==> config.mk <==
export PLATFORM = sky130hd
export DESIGN_NAME = sjf_nonpreemptive_scheduler
export DESIGN_NICKNAME = d
export VERILOG_FILES = /design/src/hdl/sjf_pkg.sv /design/src/hdl/sjf_nonpreemptive_scheduler.sv
export VERILOG_INCLUDE_DIRS = /design/src /design/src/hdl
export SDC_FILE = /design/constraint.sdc
export NUM_CORES = 1
export LEC_CHECK = 0
export CAP_MARGIN = 0
export CORE_AREA = 2 2 327 329
export DETAILED_ROUTE_END_ITERATION = 7
export DIE_AREA = 0 0 329 331
export DONT_BUFFER_PORTS = 1
export PLACE_DENSITY = 0.64
export SLEW_MARGIN = 5
export SYNTH_ARGS = -nofsm -noshare
export SYNTH_HDL_FRONTEND = slang
export SYNTH_SLANG_ARGS = --single-unit
==> constraint.sdc <==
create_clock -name clock -period 9.4 [get_ports clock]
set_input_delay 0.94 -clock clock [delete_from_list [all_inputs] [get_ports clock]]
set_output_delay 0.94 -clock clock [all_outputs]
set_load 0.005 [all_outputs]
==> src/hdl/sjf_nonpreemptive_scheduler_macros.svh <==
// ----------------------------------------------------------------------------
// Assertion macros for the shortest-job-first scheduler.
// Each macro expands to one labeled concurrent assertion that reports by $error.
// ----------------------------------------------------------------------------
`ifndef SJF_NONPREEMPTIVE_SCHEDULER_MACROS_SVH
`define SJF_NONPREEMPTIVE_SCHEDULER_MACROS_SVH

// The condition must hold at every clock edge outside reset.
`define SJF_ASSERT_ALWAYS(label, clk, rst, cond, msg) \
   label: assert property (@(posedge clk) disable iff (rst) (cond)) else $error(msg);

// The antecedent implies the consequent in the same cycle.
`define SJF_ASSERT_SAME(label, clk, rst, ante, cons, msg) \
   label: assert property (@(posedge clk) disable iff (rst) (ante) |-> (cons)) \
      else $error(msg);

// The antecedent implies the consequent in the next cycle.
`define SJF_ASSERT_NEXT(label, clk, rst, ante, cons, msg) \
   label: assert property (@(posedge clk) disable iff (rst) (ante) |=> (cons)) \
      else $error(msg);

`endif

==> src/hdl/sjf_pkg.sv <==
// ----------------------------------------------------------------------------
// sjf_pkg
// Constants, operation and status codes, and item layouts for the scheduler.
// ----------------------------------------------------------------------------
package sjf_pkg;

   // Sizes of the ready store and of the job fields.
   localparam int READY_DEPTH = 16;
   localparam int ID_BITS     = 8;
   localparam int BURST_BITS  = 16;
   localparam int TIME_BITS   = 32;
   localparam int IDX_BITS    = $clog2(READY_DEPTH);
   localparam int CNT_BITS    = $clog2(READY_DEPTH + 1);

   // Operation codes carried in the request tuser.
   localparam logic OP_ARRIVE = 1'b0;
   localparam logic OP_TICK   = 1'b1;

   // Status codes of a result item.
   localparam logic [1:0] STATUS_OK   = 2'd0;
   localparam logic [1:0] STATUS_FULL = 2'd1;
   localparam logic [1:0] STATUS_ZERO = 2'd2;

   // Request data, last field in the lowest bits.
   typedef struct packed {
      logic [BURST_BITS-1:0] burst_time;
      logic [ID_BITS-1:0]    process_id;
   } req_data_type;

   localparam int RSP_FIELD_BITS = 2 * ID_BITS + BURST_BITS + TIME_BITS + 1 + CNT_BITS;
   localparam int RSP_DATA_BITS  = ((RSP_FIELD_BITS + 7) / 8) * 8;
   localparam int RSP_PAD_BITS   = RSP_DATA_BITS - RSP_FIELD_BITS;

   // Result data, last field in the lowest bits, zero padded to whole bytes.
   typedef struct packed {
      logic [RSP_PAD_BITS-1:0] pad;
      logic [CNT_BITS-1:0]     ready_count;
      logic [ID_BITS-1:0]      running_id;
      logic                    busy_res;
      logic [TIME_BITS-1:0]    finish_time;
      logic [BURST_BITS-1:0]   finished_burst;
      logic [ID_BITS-1:0]      finished_id;
   } rsp_data_type;

   // Result flags: status in the lowest bits, then the completion flag.
   typedef struct packed {
      logic       finished;
      logic [1:0] status;
   } rsp_user_type;

endpackage

==> src/hdl/sjf_nonpreemptive_scheduler.sv <==
// An arrival item has its result registered in the cycle after it is accepted.
// A tick with nothing running and jobs waiting scans all READY_DEPTH slots through
// one shared burst/age comparator, one slot per cycle, then passes the start and tick states.
// Any other tick passes through the tick state before its result is registered.
// One item at a time: the next item is accepted the cycle after the result is taken.
// Reset is synchronous and active high; it empties the ready store and stops the running job.
// ----------------------------------------------------------------------------
// sjf_nonpreemptive_scheduler
// Non-preemptive shortest-job-first scheduler with a ready store, a sequential
// minimum search over the store, and a tick-driven running job.
// ----------------------------------------------------------------------------
`include "sjf_nonpreemptive_scheduler_macros.svh"

module sjf_nonpreemptive_scheduler
   import sjf_pkg::*;
(
   input  logic                     clock,
   input  logic                     reset,

   input  logic                     req_tvalid,
   output logic                     req_tready,
   input  logic [ID_BITS+BURST_BITS-1:0] req_tdata,  // process_id, burst_time
   input  logic [0:0]               req_tuser,       // operation

   output logic                     rsp_tvalid,
   input  logic                     rsp_tready,
   // finished_id, finished_burst, finish_time, busy_res, running_id, ready_count
   output logic [RSP_DATA_BITS-1:0] rsp_tdata,
   output logic [2:0]               rsp_tuser        // status, finished
);

   // Sequencer states.
   localparam logic [2:0] ST_IDLE  = 3'd0;
   localparam logic [2:0] ST_SCAN  = 3'd1;
   localparam logic [2:0] ST_START = 3'd2;
   localparam logic [2:0] ST_TICK  = 3'd3;
   localparam logic [2:0] ST_RESP  = 3'd4;

   localparam logic [IDX_BITS-1:0] LAST_IDX = IDX_BITS'(READY_DEPTH - 1);
   localparam logic [CNT_BITS-1:0] FULL_CNT = CNT_BITS'(READY_DEPTH);

   // Ready store.
   logic [READY_DEPTH-1:0]  slot_valid_ff;
   logic [ID_BITS-1:0]      slot_id_ff    [READY_DEPTH];
   logic [BURST_BITS-1:0]   slot_burst_ff [READY_DEPTH];
   logic [TIME_BITS-1:0]    slot_order_ff [READY_DEPTH];

   // Control and job state.
   logic [2:0]              state_ff, state_in;
   logic [TIME_BITS-1:0]    arrival_cnt_ff, arrival_cnt_in;
   logic [CNT_BITS-1:0]     ready_cnt_ff, ready_cnt_in;
   logic                    run_active_ff, run_active_in;
   logic [ID_BITS-1:0]      run_id_ff, run_id_in;
   logic [BURST_BITS-1:0]   run_burst_ff, run_burst_in;
   logic [BURST_BITS-1:0]   run_rem_ff, run_rem_in;
   logic [TIME_BITS-1:0]    tick_cnt_ff, tick_cnt_in;

   // Scan state.
   logic [IDX_BITS-1:0]     scan_idx_ff, scan_idx_in;
   logic                    found_ff, found_in;
   logic [IDX_BITS-1:0]     best_idx_ff, best_idx_in;
   logic [ID_BITS-1:0]      best_id_ff, best_id_in;
   logic [BURST_BITS-1:0]   best_burst_ff, best_burst_in;
   logic [TIME_BITS-1:0]    best_age_ff, best_age_in;

   // Result register.
   logic                    rsp_valid_ff, rsp_valid_in;
   rsp_data_type            rsp_data_ff, rsp_data_in;
   rsp_user_type            rsp_user_ff, rsp_user_in;

   // Store write and valid strobes.
   logic                    slot_wr_en;
   logic                    slot_clr_en;

   req_data_type            req_data;
   logic                    req_fire;
   logic [IDX_BITS-1:0]     free_idx;
   logic                    cand_valid;
   logic [BURST_BITS-1:0]   cand_burst;
   logic [TIME_BITS-1:0]    cand_age;
   logic                    cand_take;
   logic [BURST_BITS-1:0]   rem_dec;

   assign req_data   = req_data_type'(req_tdata);
   assign req_tready = (state_ff == ST_IDLE);
   assign req_fire   = req_tvalid && req_tready;

   assign rsp_tvalid = rsp_valid_ff;
   assign rsp_tdata  = rsp_data_ff;
   assign rsp_tuser  = rsp_user_ff;

   // Lowest free slot; only used when the store is not full.
   always_comb begin
      free_idx = '0;
      for (int i = READY_DEPTH - 1; i >= 0; i--) begin
         if (!slot_valid_ff[i]) begin
            free_idx = IDX_BITS'(i);
         end
      end
   end

   // Shared comparator: shorter burst wins, then the older arrival.
   assign cand_valid = slot_valid_ff[scan_idx_ff];
   assign cand_burst = slot_burst_ff[scan_idx_ff];
   assign cand_age   = arrival_cnt_ff - slot_order_ff[scan_idx_ff];
   assign cand_take  = cand_valid &&
                       (!found_ff || (cand_burst < best_burst_ff) ||
                        ((cand_burst == best_burst_ff) && (cand_age > best_age_ff)));

   assign rem_dec = run_rem_ff - BURST_BITS'(1);

   // Sequencer and next-state logic.
   always_comb begin
      state_in       = state_ff;
      arrival_cnt_in = arrival_cnt_ff;
      ready_cnt_in   = ready_cnt_ff;
      run_active_in  = run_active_ff;
      run_id_in      = run_id_ff;
      run_burst_in   = run_burst_ff;
      run_rem_in     = run_rem_ff;
      tick_cnt_in    = tick_cnt_ff;
      scan_idx_in    = scan_idx_ff;
      found_in       = found_ff;
      best_idx_in    = best_idx_ff;
      best_id_in     = best_id_ff;
      best_burst_in  = best_burst_ff;
      best_age_in    = best_age_ff;
      rsp_valid_in   = rsp_valid_ff;
      rsp_data_in    = rsp_data_ff;
      rsp_user_in    = rsp_user_ff;
      slot_wr_en     = 1'b0;
      slot_clr_en    = 1'b0;

      unique case (state_ff)
         ST_IDLE: begin
            if (req_fire) begin
               if (req_tuser[0] == OP_ARRIVE) begin
                  rsp_user_in.finished = 1'b0;
                  if (req_data.burst_time == '0) begin
                     rsp_user_in.status = STATUS_ZERO;
                  end else if (ready_cnt_ff == FULL_CNT) begin
                     rsp_user_in.status = STATUS_FULL;
                  end else begin
                     rsp_user_in.status = STATUS_OK;
                     slot_wr_en     = 1'b1;
                     arrival_cnt_in = arrival_cnt_ff + TIME_BITS'(1);
                     ready_cnt_in   = ready_cnt_ff + CNT_BITS'(1);
                  end
                  rsp_data_in.pad            = '0;
                  rsp_data_in.finished_id    = '0;
                  rsp_data_in.finished_burst = '0;
                  rsp_data_in.finish_time    = '0;
                  rsp_data_in.busy_res       = run_active_ff;
                  rsp_data_in.running_id     = run_active_ff ? run_id_ff : '0;
                  rsp_data_in.ready_count    = ready_cnt_in;
                  rsp_valid_in = 1'b1;
                  state_in     = ST_RESP;
               end else if (!run_active_ff && (ready_cnt_ff != '0)) begin
                  scan_idx_in = '0;
                  found_in    = 1'b0;
                  state_in    = ST_SCAN;
               end else begin
                  state_in = ST_TICK;
               end
            end
         end

         ST_SCAN: begin
            if (cand_take) begin
               found_in      = 1'b1;
               best_idx_in   = scan_idx_ff;
               best_id_in    = slot_id_ff[scan_idx_ff];
               best_burst_in = cand_burst;
               best_age_in   = cand_age;
            end
            scan_idx_in = scan_idx_ff + IDX_BITS'(1);
            if (scan_idx_ff == LAST_IDX) begin
               state_in = ST_START;
            end
         end

         ST_START: begin
            // The chosen job leaves the store and starts running.
            if (found_ff) begin
               slot_clr_en   = 1'b1;
               ready_cnt_in  = ready_cnt_ff - CNT_BITS'(1);
               run_active_in = 1'b1;
               run_id_in     = best_id_ff;
               run_burst_in  = best_burst_ff;
               run_rem_in    = best_burst_ff;
            end
            state_in = ST_TICK;
         end

         ST_TICK: begin
            tick_cnt_in                = tick_cnt_ff + TIME_BITS'(1);
            rsp_user_in.status         = STATUS_OK;
            rsp_user_in.finished       = 1'b0;
            rsp_data_in.pad            = '0;
            rsp_data_in.finished_id    = '0;
            rsp_data_in.finished_burst = '0;
            rsp_data_in.finish_time    = '0;
            if (run_active_ff) begin
               run_rem_in = rem_dec;
               if (rem_dec == '0) begin
                  rsp_user_in.finished       = 1'b1;
                  rsp_data_in.finished_id    = run_id_ff;
                  rsp_data_in.finished_burst = run_burst_ff;
                  rsp_data_in.finish_time    = tick_cnt_in;
                  run_active_in = 1'b0;
                  run_id_in     = '0;
                  run_burst_in  = '0;
               end
            end
            rsp_data_in.busy_res    = run_active_in;
            rsp_data_in.running_id  = run_active_in ? run_id_in : '0;
            rsp_data_in.ready_count = ready_cnt_ff;
            rsp_valid_in = 1'b1;
            state_in     = ST_RESP;
         end

         ST_RESP: begin
            if (rsp_tready) begin
               rsp_valid_in = 1'b0;
               state_in     = ST_IDLE;
            end
         end

         default: begin
            state_in = ST_IDLE;
         end
      endcase
   end

   // Control registers.
   always_ff @(posedge clock) begin
      if (reset) begin
         state_ff       <= ST_IDLE;
         arrival_cnt_ff <= '0;
         ready_cnt_ff   <= '0;
         run_active_ff  <= 1'b0;
         run_id_ff      <= '0;
         run_burst_ff   <= '0;
         run_rem_ff     <= '0;
         tick_cnt_ff    <= '0;
         rsp_valid_ff   <= 1'b0;
         slot_valid_ff  <= '0;
      end else begin
         state_ff       <= state_in;
         arrival_cnt_ff <= arrival_cnt_in;
         ready_cnt_ff   <= ready_cnt_in;
         run_active_ff  <= run_active_in;
         run_id_ff      <= run_id_in;
         run_burst_ff   <= run_burst_in;
         run_rem_ff     <= run_rem_in;
         tick_cnt_ff    <= tick_cnt_in;
         rsp_valid_ff   <= rsp_valid_in;
         if (slot_wr_en) begin
            slot_valid_ff[free_idx] <= 1'b1;
         end
         if (slot_clr_en) begin
            slot_valid_ff[best_idx_ff] <= 1'b0;
         end
      end
   end

   // Payload registers.
   always_ff @(posedge clock) begin
      scan_idx_ff   <= scan_idx_in;
      found_ff      <= found_in;
      best_idx_ff   <= best_idx_in;
      best_id_ff    <= best_id_in;
      best_burst_ff <= best_burst_in;
      best_age_ff   <= best_age_in;
      rsp_data_ff   <= rsp_data_in;
      rsp_user_ff   <= rsp_user_in;
      if (slot_wr_en) begin
         slot_id_ff[free_idx]    <= req_data.process_id;
         slot_burst_ff[free_idx] <= req_data.burst_time;
         slot_order_ff[free_idx] <= arrival_cnt_ff;
      end
   end

   // Checks on the scheduler's own bookkeeping.
   `SJF_ASSERT_ALWAYS(a_count_matches, clock, reset,
      ready_cnt_ff == CNT_BITS'($countones(slot_valid_ff)),
      "ready count differs from the number of valid slots")
   `SJF_ASSERT_SAME(a_running_has_time, clock, reset, run_active_ff,
      run_rem_ff != '0, "running job has no remaining time")
   `SJF_ASSERT_ALWAYS(a_one_item_at_a_time, clock, reset, !(req_tready && rsp_tvalid),
      "request accepted while a result is pending")
   `SJF_ASSERT_NEXT(a_start_removes_job, clock, reset, (state_ff == ST_START) && found_ff,
      run_active_ff && !slot_valid_ff[$past(best_idx_ff)],
      "started job still waits in the store")

endmodule

After elaboration in Yosys (flattened, before gate mapping)
Memories as Yosys holds them, arrays and structs flattened. A register that Yosys moved wholly into a read port is not among the register bits. Cells that the tools add are included.

Input bits: 29. RAM bits: 896. Memories: 3. Register bits after elaboration: 262.

$add $sub $neg: 7. Bitwise gates (word level): 6. Magnitude comparators: 7. Muxes and demuxes: 90. Reductions and logical operators: 30. Equality and inequality tests: 17.

Memory list: slot_order_ff (depth 16, width 32, rd ports 1, clocked after memory_dff 1, wr ports 1, RTL line sjf_nonpreemptive_scheduler.sv:46) `logic [TIME_BITS-1:0] slot_order_ff [READY_DEPTH];`; slot_burst_ff (depth 16, width 16, rd ports 1, clocked after memory_dff 1, wr ports 1, RTL line sjf_nonpreemptive_scheduler.sv:45) `logic [BURST_BITS-1:0] slot_burst_ff [READY_DEPTH];`; slot_id_ff (depth 16, width 8, rd ports 1, clocked after memory_dff 1, wr ports 1, RTL line sjf_nonpreemptive_scheduler.sv:44) `logic [ID_BITS-1:0] slot_id_ff [READY_DEPTH];`.

Operators with widths (number): $mux 72 (2); $pmux 72 s2 (1); $mux 16 (7); $mux 56 (2); $mux 4 (21); $add 32x1->32 const B (2); $pmux 16 s2 (2); $mux 8 (5); $gt 32x32->1 (1); $logic_not 16->1 (2); $sub 32x32->32 (1); $mux 1 (26); $mux 5 (5); $mux 3 (6); $and 16x16->16 (1); $eq 16x16->1 (1); $lt 16x16->1 (1); $not 16->16 (1); $or 16x16->16 (1); $pmux 8 s2 (1); $reduce_and 4->1 (4); $sub 16x1->16 const B (1); $lt 4x5->1 const B (3); $pmux 3 s5 (1); 30 further kinds (59).

Depth between registers and ports, before layout
Gate-level depths: netlist of the first run.

Word-level depth: 25. Mapped depth: 26.

Least setup slack after synthesis of the first run
OpenSTA, ideal clock, no wires.

Path kind: register to register. From: register (tool-made name). To: register best_age_ff[0] (enable). Data required time: 8.922 ns. Period minus slack after synthesis: 8.175 ns. Library setup time: 0.478 ns. Setup slack: 1.225 ns. Arrival: 7.697 ns. Cell stages (with the launch flop): 23. Path through: dfxtp_1 > buf_2 > buf_1 > mux4_2 > mux4_2 > inv_1 > ha_1 > nor2b_1 > o31a_1 > o311ai_2 > a211oi_1 > o41ai_2 > o21ai_1 > a21o_1 > a21oi_1 > xnor2_1 > ha_1 > nand4_1 > nor2_1 > nand4_1 > a211oi_1 > o31ai_1 > nor2_1.

RTL lines: to (signal assigned) (RTL line sjf_nonpreemptive_scheduler.sv:274) `best_age_ff <= best_age_in;`; to (decl) (RTL line sjf_nonpreemptive_scheduler.sv:64) `logic [TIME_BITS-1:0] best_age_ff, best_age_in;`.

==> tab_implementation.tex, run 1 <==
\begin{tabular}{lr}
\hline
Metric & Value \\
\hline
\multicolumn{2}{l}{\textbf{Synth}} \\
Synth Instances & approximately 2,800 \\
Post-synthesis cell area & 48,100 um2 \\
Most frequent cell after synthesis & sky130\_fd\_sc\_hd\_\_edfxtp\_1 \\
Yosys reg bits & roughly 1,200 \\
Fraction of registers with async set/reset & 0 \\
Commonest cells post-synth & 1,034 x sky130\_fd\_sc\_hd\_\_edfxtp\_1, 258 x sky130\_fd\_sc\_hd\_\_mux4\_2, 158 x sky130\_fd\_sc\_hd\_\_nor2\_1 \\
Most frequently used flop master after synthesis & sky130\_fd\_sc\_hd\_\_edfxtp\_1 \\
Synth warnings & 0 \\
Post-synth top area share & 0.646 \\
Biggest area consumer among synthesized cells & sky130\_fd\_sc\_hd\_\_edfxtp\_1 \\
Sequential element share of the synthesized area & 0.702 \\
Post-synth EDFFs & $\sim$1,000 \\
Avg Cell Area, Syn & about 17 um2 \\
Dominant cells by area after synthesis & sky130\_fd\_sc\_hd\_\_edfxtp\_1 65\%, sky130\_fd\_sc\_hd\_\_mux4\_2 12\%, sky130\_fd\_sc\_hd\_\_dfxtp\_1 5.6\%, sky130\_fd\_sc\_hd\_\_ha\_1 2.2\%, sky130\_fd\_sc\_hd\_\_a21oi\_1 1.4\% \\
Number of distinct library cells after synthesis & 71 \\
\multicolumn{2}{l}{\textbf{Final layout}} \\
Register Area & between 30,000 and 40,000 um2 \\
Core occupancy in the finished layout & 0.511 \\
Nets@finish & approximately 3,000 \\
Share of post-route cells with drive strength above 1 & 0.184 \\
Number of antenna repair diodes & 0 \\
Multi-input logic area & $\sim$14,000 um2 \\
Number of fill cells & roughly 8,400 \\
Layout area overhead & 11.6\% \\
Count of placed standard cells in the final layout, fillers left out & 4,352 \\
\multicolumn{2}{l}{\textbf{Power and ir drop}} \\
Power, Total & between 10,000 and 15,000 uW \\
Sequential power share & 0.450 \\
Pwr per Cell Area & between 200 and 300 nW/um2 \\
Power Internal & between 9000 and 10,000 uW \\
Net switching share of the total power & 0.274 \\
Clock network power share & 0.345 \\
VDD IR max & approximately 170 uV \\
Combinational share of power & 0.205 \\
Leakage dissipation & 0.0181 uW \\
Switch Pwr & between 3000 and 4000 uW \\
\multicolumn{2}{l}{\textbf{Worst setup path}} \\
Crit start category & flip-flop \\
Data required, critical path & 9840 ps \\
Type of the setup path with the least slack & flip-flop to flip-flop \\
Flop-to-flop setup slack & roughly 1900 ps \\
R2R cell count & 23 \\
Top cell family by delay on the critical path & compound AO/OA/AOI/OAI gates \\
Max FO, Critical Path & between 40 and 50 \\
Sum of buffers and inverters on the critical path & 3 \\
Arr. time, crit path & between 7000 and 8000 ps \\
Capture instance of the worst register-to-register path & best\_age\_ff[31]\$\_DFFE\_PP\_ \\
Sequence of cells on the critical path & buf\_12 > mux4\_2 > mux4\_2 > inv\_1 > ha\_1 > a21o\_1 > a21o\_1 > a211oi\_2 > a211oi\_1 > o41ai\_2 > o21ai\_1 > xor2\_1 > ha\_1 > a21o\_1 > a21o\_1 > a21o\_1 > a21o\_1 > a211o\_1 > o211ai\_1 > a31oi\_1 > o31ai\_1 > nor2\_4 > buf\_12 \\
Setup crit end kind & flip-flop \\
Max incr delay on CP & approximately 860 ps \\
Critical path's slowest cell & sky130\_fd\_sc\_hd\_\_dfxtp\_4 \\
Cell occurring most often along the worst timing path & sky130\_fd\_sc\_hd\_\_a21o\_1 \\
\multicolumn{2}{l}{\textbf{Floorplanning}} \\
Die X-Extent & approximately 330 um \\
Count of pins on the block boundary & between 100 and 150 \\
Total core area & around 100,000 um2 \\
Height of the chip & approximately 330 um \\
Total die area & $\sim$110,000 um2 \\
Num rows & $\sim$120 \\
Starting utilization of the core area & 0.458 \\
\multicolumn{2}{l}{\textbf{Routing}} \\
Average vias per placed instance & just under 6 \\
Total wire length after detailed routing & approximately 110,000 um \\
Routed wire per std cell & 24.8 um \\
Number of violations reported at the end of detailed-routing iteration 0 & between 2,000 and 3,000 \\
Routed vias & 25,700 \\
Pre-Repair DR Iteration Count & 5 \\
Post-DRT Antenna Nets & 0 \\
Total DRC errors in the routed layout & 0 \\
\multicolumn{2}{l}{\textbf{Global route}} \\
Maximum number of pins on one net before global-route repair & between 100 and 150 \\
Antenna violations before repair & 4 \\
All-Layer GR Usage & 0.199 \\
First-pass GRT wire length & approximately 160,000 um \\
Total global routing overflow & 0 \\
Number of global-route vias before repair & 26,100 \\
\multicolumn{2}{l}{\textbf{Timing}} \\
Period utilisation layout & 0.797 \\
Final worst clock skew & about 23 ps \\
Setup repair after global routing missed its margin & no \\
Max-slew violation total from the final report & 0 \\
Transition time at the pin with the least slew margin & 1160 ps \\
Final critical delay including setup and external delays & 7490 ps \\
Worst relative slew slack & 0.224 \\
Final setup TNS & 0 ps \\
Final setup violation count & 0 \\
Final-report hold violation count & 0 \\
Slack of the critical path & approximately 1900 ps \\
Achievable frequency & 0.134 GHz \\
\multicolumn{2}{l}{\textbf{Place}} \\
HPWL after detailed placement & between 60,000 and 70,000 um \\
Port Buffers & 0 \\
Cell count after placement & 4,132 \\
Pre-CTS worst setup slack & roughly 1900 ps \\
Placer Congestion & about 0.86 \\
\multicolumn{2}{l}{\textbf{CTS}} \\
Cell at the root of the clock tree & sky130\_fd\_sc\_hd\_\_clkbuf\_16 \\
Post-CTS Hold Fix Bufs & 0 \\
Post-CTS repair timing setup buffer count & 0 \\
CTS clk-pin slew, worst paths & 60 ps \\
Longest Clk Path Bufs & 3 \\
Number of sinks handled by clock tree synthesis & $\sim$1,200 \\
CTS resizes & 0 \\
Number of buffers inserted during clock tree synthesis & approximately 120 \\
TritonCTS clock tree & done \\
\# H-tree levels & 3 \\
Clock latency at the later pin of the worst-skew pair & $\sim$700 ps \\
\multicolumn{2}{l}{\textbf{Min path}} \\
Cells on Worst Hold Path & 1 \\
Worst Hold Endpoint & tick\_cnt\_ff[18]\$\_SDFFE\_PP0P\_ \\
Worst hold-check path type & primary input to flip-flop \\
Hold\_sp & reset \\
\multicolumn{2}{l}{\textbf{Outcome}} \\
Status & finished clean \\
\multicolumn{2}{l}{\textbf{Flow run}} \\
\# Max-Cap Violations & 0 \\
\hline
\end{tabular}
-- flip-flops by register name, summed over array words and instances, names as in the netlist, 32 cells and up, named ones only --
| register | count |
|---|---|
| slot_burst_ff | 256 |
| rsp_tdata | 70 |
| arrival_cnt_ff | 32 |
| best_age_ff | 32 |
| tick_cnt_ff | 32 |
| slot_id_ff | 128 |
| slot_order_ff | 512 |
-- through the flow --
stage,hold slack (ps),cell area (um2)
after floorplan,443,48100
after global placement,450,49800
after detailed placement,452,49800
after CTS,278,53600
after global routing,279,53600
final,308,53600
-- placed cells by master (no fill, tap or decap), types with 15 or more instances in the layout --
master,netlist,final
sky130_fd_sc_hd__and3_1,49,49
sky130_fd_sc_hd__a211oi_1,15,15
sky130_fd_sc_hd__clkinv_1,0,20
sky130_fd_sc_hd__clkinv_2,0,23
sky130_fd_sc_hd__a21o_1,39,39
sky130_fd_sc_hd__clkbuf_16,0,120
sky130_fd_sc_hd__xnor2_1,58,58
sky130_fd_sc_hd__clkbuf_1,81,25
sky130_fd_sc_hd__nor2_1,158,150
sky130_fd_sc_hd__ha_1,86,86
sky130_fd_sc_hd__and2_1,15,15
sky130_fd_sc_hd__a31oi_1,16,16
sky130_fd_sc_hd__nand3_1,59,59
sky130_fd_sc_hd__o21ai_0,77,77
sky130_fd_sc_hd__or3_1,22,22
sky130_fd_sc_hd__xor2_1,57,57
sky130_fd_sc_hd__nor2b_1,17,16
sky130_fd_sc_hd__mux4_2,258,258
sky130_fd_sc_hd__buf_4,4,42
sky130_fd_sc_hd__a21oi_1,132,131
sky130_fd_sc_hd__inv_1,104,104
sky130_fd_sc_hd__dfxtp_1,134,130
sky130_fd_sc_hd__nand2_1,123,123
sky130_fd_sc_hd__edfxtp_1,1034,1034
sky130_fd_sc_hd__mux2i_1,29,29
sky130_fd_sc_hd__o21a_1,17,17
sky130_fd_sc_hd__nand4_1,30,30
sky130_fd_sc_hd__nor3_1,23,19
-- layout make-up --
type,instances,area share
Sequential cell,1168,0.629
Multi-Input combinational cell,1423,0.252
Clock buffer,152,0.0595
Tap cell,1391,0.0325
Clock inverter,68,0.0120
Timing Repair Buffer,46,0.00737
Inverter,104,0.00728
-- cell families (layout without fill, tap and decap cells) --
logic type | count (synthesis) | count (layout) | share of synthesized area
AND/OR/NAND/NOR | 554 | 554 | 0.0582
AO/OA/AOI/OAI | 367 | 367 | 0.0471
multiplexers | 298 | 298 | 0.129
XOR/XNOR | 115 | 115 | 0.0210
adder cells (fa/ha/maj) | 87 | 87 | 0.0228
flip-flops | 1168 | 1168 | 0.702
other | 1 | 2 | 0.0000780
buffers and inverters | 233 | 370 | 0.0197
-- per-layer routing --
metal | GRT usage | vias to the layer above | part of all wire | wire length [um]
li1 | - | 11200 | - | -
met1 | 0.276 | 13400 | 0.43 | 46000
met2 | 0.328 | 899 | 0.49 | 52400
met3 | 0.0305 | 181 | 0.063 | 6830
met4 | 0.0590 | 2 | 0.023 | 2490
met5 | 0 | - | 0.000065 | 7
-- power groups by stage --
stage	combinational (uW)	sequential, uW	clock, uW
2_1_floorplan	2190	5990	0
3_3_place_gp	2720	6190	0
3_5_place_dp	2780	6190	0
4_1_cts	2790	6080	4720
5_1_grt	3010	6110	4930
6_report	2770	6070	4650
-- worst max path at each step --
| stage | slack [ps] | cells after the start | end | startpoint |
|---|---|---|---|---|
| 6_report | 1910 | 23 | best_age_ff[31]$_DFFE_PP_ | flip-flop |
| 5_1_grt | 1340 | 25 | best_age_ff[27]$_DFFE_PP_ | flip-flop |
| 4_1_cts | 1820 | 25 | best_age_ff[30]$_DFFE_PP_ | flip-flop |
| 3_5_place_dp | 1860 | 25 | best_age_ff[26]$_DFFE_PP_ | flip-flop |
| 3_3_place_gp | 1940 | 25 | best_age_ff[17]$_DFFE_PP_ | flip-flop |
| 2_1_floorplan | 1220 | 22 | best_age_ff[0]$_DFFE_PP_ | flip-flop |
Note: power is estimated with default switching activity, not from simulation.
==> inputs of run 2 (changes only) <==
--- a/config.mk
+++ b/config.mk
@@ -11,7 +11,7 @@
 export DETAILED_ROUTE_END_ITERATION = 7
 export DIE_AREA = 0 0 329 331
 export DONT_BUFFER_PORTS = 1
-export PLACE_DENSITY = 0.64
+export PLACE_DENSITY = 0.67
 export SLEW_MARGIN = 5
 export SYNTH_ARGS = -nofsm -noshare
 export SYNTH_HDL_FRONTEND = slang
==> constraint.sdc (replaced) <==
create_clock -name clock -period 6.8 [get_ports clock]
set_input_delay 0.68 -clock clock [delete_from_list [all_inputs] [get_ports clock]]
set_output_delay 0.68 -clock clock [all_outputs]
set_load 0.005 [all_outputs]
==> run 2 against run 1 <==
Against the previous run:
- die area unchanged
- sequential share of layout area fell by 0.51 points
- flip-flop and latch count unchanged
==> tab_implementation.tex, run 2 (synthesis gave the netlist of run 1 again) <==
\begin{tabular}{lr}
\hline
Metric & Value \\
\hline
\multicolumn{2}{l}{\textbf{Outcome}} \\
Status & finished clean \\
\multicolumn{2}{l}{\textbf{Place}} \\
Port Buffers & 0 (unchanged) \\
HPWL after detailed placement & 63,000 um (+5.0\%) \\
Placer Congestion & 0.855 (-0.86\%) \\
\multicolumn{2}{l}{\textbf{Routing}} \\
Total DRC errors in the routed layout & 0 (unchanged) \\
Pre-Repair DR Iteration Count & 6 (+1) \\
Average vias per placed instance & 5.96 (+0.77\%) \\
Number of violations reported at the end of detailed-routing iteration 0 & 3,099 (+19\%) \\
Routed wire per std cell & 25.0 um (+0.83\%) \\
Routed vias & 26,000 (+1.2\%) \\
Post-DRT Antenna Nets & 0 (unchanged) \\
Total wire length after detailed routing & 109,000 um (+1.3\%) \\
\multicolumn{2}{l}{\textbf{Global route}} \\
All-Layer GR Usage & 0.200 (+0.000364) \\
First-pass GRT wire length & 164,000 um (about the same) \\
Number of global-route vias before repair & 25,700 (-1.3\%) \\
Total global routing overflow & 0 (unchanged) \\
Antenna violations before repair & 1 (-3) \\
Maximum number of pins on one net before global-route repair & 131 (unchanged) \\
\multicolumn{2}{l}{\textbf{Final layout}} \\
Number of fill cells & 8,260 (-1.3\%) \\
Nets@finish & 2,994 (+0.57\%) \\
Max reg flops & 512 (unchanged) \\
Commonest cells after routing, fill and taps aside & 1,034 x sky130\_fd\_sc\_hd\_\_edfxtp\_1, 258 x sky130\_fd\_sc\_hd\_\_mux4\_2, 150 x sky130\_fd\_sc\_hd\_\_nor2\_1 \\
Largest register by flop count & slot\_order\_ff \\
Largest registers & slot\_order\_ff: 512 flops, slot\_burst\_ff: 256 flops, slot\_id\_ff: 128 flops \\
Layout area overhead & 12.5\% \\
Most frequent standard cell in the layout excluding fill and tap cells & sky130\_fd\_sc\_hd\_\_edfxtp\_1 \\
Share of post-route cells with drive strength above 1 & 0.196 (+0.0120) \\
\multicolumn{2}{l}{\textbf{Floorplanning}} \\
Starting utilization of the core area & 0.458 (unchanged) \\
Die X-Extent & 329 um (unchanged) \\
Total die area & 109,000 um2 (unchanged) \\
Count of pins on the block boundary & 106 (unchanged) \\
Height of the chip & 331 um (unchanged) \\
Total core area & 105,000 um2 (unchanged) \\
Num rows & 119 (unchanged) \\
\multicolumn{2}{l}{\textbf{Power and ir drop}} \\
Leakage dissipation & 0.0183 uW (+1.0\%) \\
Power, Total & 18,800 uW (+39\%) \\
Pwr per Cell Area & 348 nW/um2 (+38\%) \\
VDD IR max & 245 uV (+44\%) \\
\multicolumn{2}{l}{\textbf{Worst setup path}} \\
R2R cell count & 24 (+4.3\%) \\
Max FO, Critical Path & 15 (-67\%) \\
Arr. time, crit path & 6990 ps (-940 ps) \\
Critical path's slowest cell & sky130\_fd\_sc\_hd\_\_mux4\_2 \\
Capture instance of the worst register-to-register path & best\_age\_ff[4]\$\_DFFE\_PP\_ \\
Max incr delay on CP & 580 ps (-280 ps) \\
Top cell family by delay on the critical path & compound AO/OA/AOI/OAI gates \\
Type of the setup path with the least slack & flip-flop to flip-flop \\
End point of the critical path & best\_age\_ff[4]\$\_DFFE\_PP\_ \\
Number of cells on the critical path & 24 (+4.3\%) \\
Cell occurring most often along the worst timing path & sky130\_fd\_sc\_hd\_\_a21o\_1 \\
Setup crit end kind & flip-flop \\
Sequence of cells on the critical path & buf\_12 > buf\_4 > mux4\_2 > mux4\_2 > inv\_1 > ha\_1 > a21o\_1 > a21o\_1 > a2111oi\_1 > a211oi\_2 > a41oi\_2 > nor2b\_1 > xnor2\_1 > ha\_1 > a21o\_1 > a21o\_1 > a21o\_1 > a211o\_1 > o211ai\_1 > a31oi\_1 > o31ai\_1 > buf\_4 > nor2\_4 > buf\_4 \\
Flop-to-flop setup slack & 250 ps (-1660 ps) \\
Data required, critical path & 7240 ps (-2600 ps) \\
Sum of buffers and inverters on the critical path & 5 (+2) \\
Crit start category & flip-flop \\
\multicolumn{2}{l}{\textbf{Timing}} \\
Final-report hold violation count & 0 (unchanged) \\
Max-slew violation total from the final report & 0 (unchanged) \\
Worst relative slew slack & 0.206 (-0.0179) \\
Final setup TNS & 0 ps (unchanged) \\
Transition time at the pin with the least slew margin & 1190 ps (+28.2 ps) \\
Final worst clock skew & 59.1 ps (+35.7 ps) \\
Achievable frequency & 0.153 GHz (+14\%) \\
Setup repair after global routing missed its margin & no \\
Period utilisation layout & 0.963 (+0.166) \\
Final setup violation count & 0 (unchanged) \\
Final critical delay including setup and external delays & 6550 ps (-943 ps) \\
\multicolumn{2}{l}{\textbf{CTS}} \\
CTS clk-pin slew, worst paths & 60 ps (about the same) \\
Cell at the root of the clock tree & sky130\_fd\_sc\_hd\_\_clkbuf\_16 \\
Number of sinks handled by clock tree synthesis & 1,168 (unchanged) \\
TritonCTS clock tree & done \\
\# H-tree levels & 3 (unchanged) \\
Clock latency at the later pin of the worst-skew pair & 720 ps (+20 ps) \\
Longest Clk Path Bufs & 3 (unchanged) \\
Number of buffers inserted during clock tree synthesis & 113 (-4.2\%) \\
\multicolumn{2}{l}{\textbf{Min path}} \\
Worst hold-check path type & primary input to flip-flop \\
\multicolumn{2}{l}{\textbf{Flow run}} \\
\# Max-Cap Violations & 0 (unchanged) \\
\hline
\end{tabular}
[run 2: cell types whose count changed in the layout (fill, tap and decap cells not counted), moves of 3 or more]
cell	before	now
sky130_fd_sc_hd__clkbuf_1	25	17
sky130_fd_sc_hd__clkinv_1	20	10
sky130_fd_sc_hd__nor4_4	2	5
sky130_fd_sc_hd__clkbuf_16	120	115
sky130_fd_sc_hd__buf_12	4	10
sky130_fd_sc_hd__nor4_2	3	0
sky130_fd_sc_hd__bufinv_16	11	14
sky130_fd_sc_hd__inv_16	0	4
sky130_fd_sc_hd__clkinv_2	23	26
sky130_fd_sc_hd__buf_4	42	55
sky130_fd_sc_hd__clkbuf_8	7	11
sky130_fd_sc_hd__clkinvlp_4	6	9
[run 2: metal layers]
layer	routed length [um]	vias up	global-route usage
li1	-	11200	-
met1	47200	13600	0.291
met2	52000	1045	0.319
met3	7610	170	0.0291
met4	2330	0	0.0480
met5	0	-	0
[run 2: report_power, final]
part | switching (uW) | internal, uW | total, uW
combinational | 2140 | 1870 | 4010
clock | 2750 | 3770 | 6520
sequential | 226 | 8050 | 8270
[run 2: stage by stage]
step	utilization	setup WS [ps]	instance area [um2]	hold slack, ps	std cells
final	0.515	253	54100	52.4	4371
after global routing	0.515	4.90	54100	21.4	4369
after CTS	0.514	157	54000	12.2	4363
after detailed placement	0.477	163	50000	457	4148
after global placement	0.477	261	50000	458	4148
after floorplan	-	276	48100	443	2824
[run 2: how the worst min path moves through the flow]
stage	from	to	slack [ps]	cells after the start
2_1_floorplan	run_burst_ff[10]$_SDFFE_PP0P_	run_burst_ff[10]$_SDFFE_PP0P_	440	2
3_3_place_gp	run_burst_ff[9]$_SDFFE_PP0P_	run_burst_ff[9]$_SDFFE_PP0P_	460	2
3_5_place_dp	run_burst_ff[11]$_SDFFE_PP0P_	run_burst_ff[11]$_SDFFE_PP0P_	460	2
4_1_cts	req_tdata[2]	slot_id_ff[0][2]$_DFFE_PP_	10	0
5_1_grt	req_tdata[2]	slot_id_ff[0][2]$_DFFE_PP_	20	0
6_report	req_tdata[2]	slot_id_ff[0][2]$_DFFE_PP_	50	0
[run 2: layout make-up]
type,count,area [um2],area share
antenna,2,5.00,0.0000926
inverter,104,390,0.00722
tap,1391,1740,0.0322
timing repair buffer,67,666,0.0123
clock inverter,73,868,0.0161
clock buffer,142,3070,0.0568
sequential,1168,33700,0.624
multi-input combinational,1424,13600,0.251
[run 2: what timing repair did]
item / 4_1_cts / 5_1_grt
hold buffers: 0 / 0
setup buffers: 0 / 4
endpoints found under the setup margin: 0 / 60
resized for setup: 0 / 5
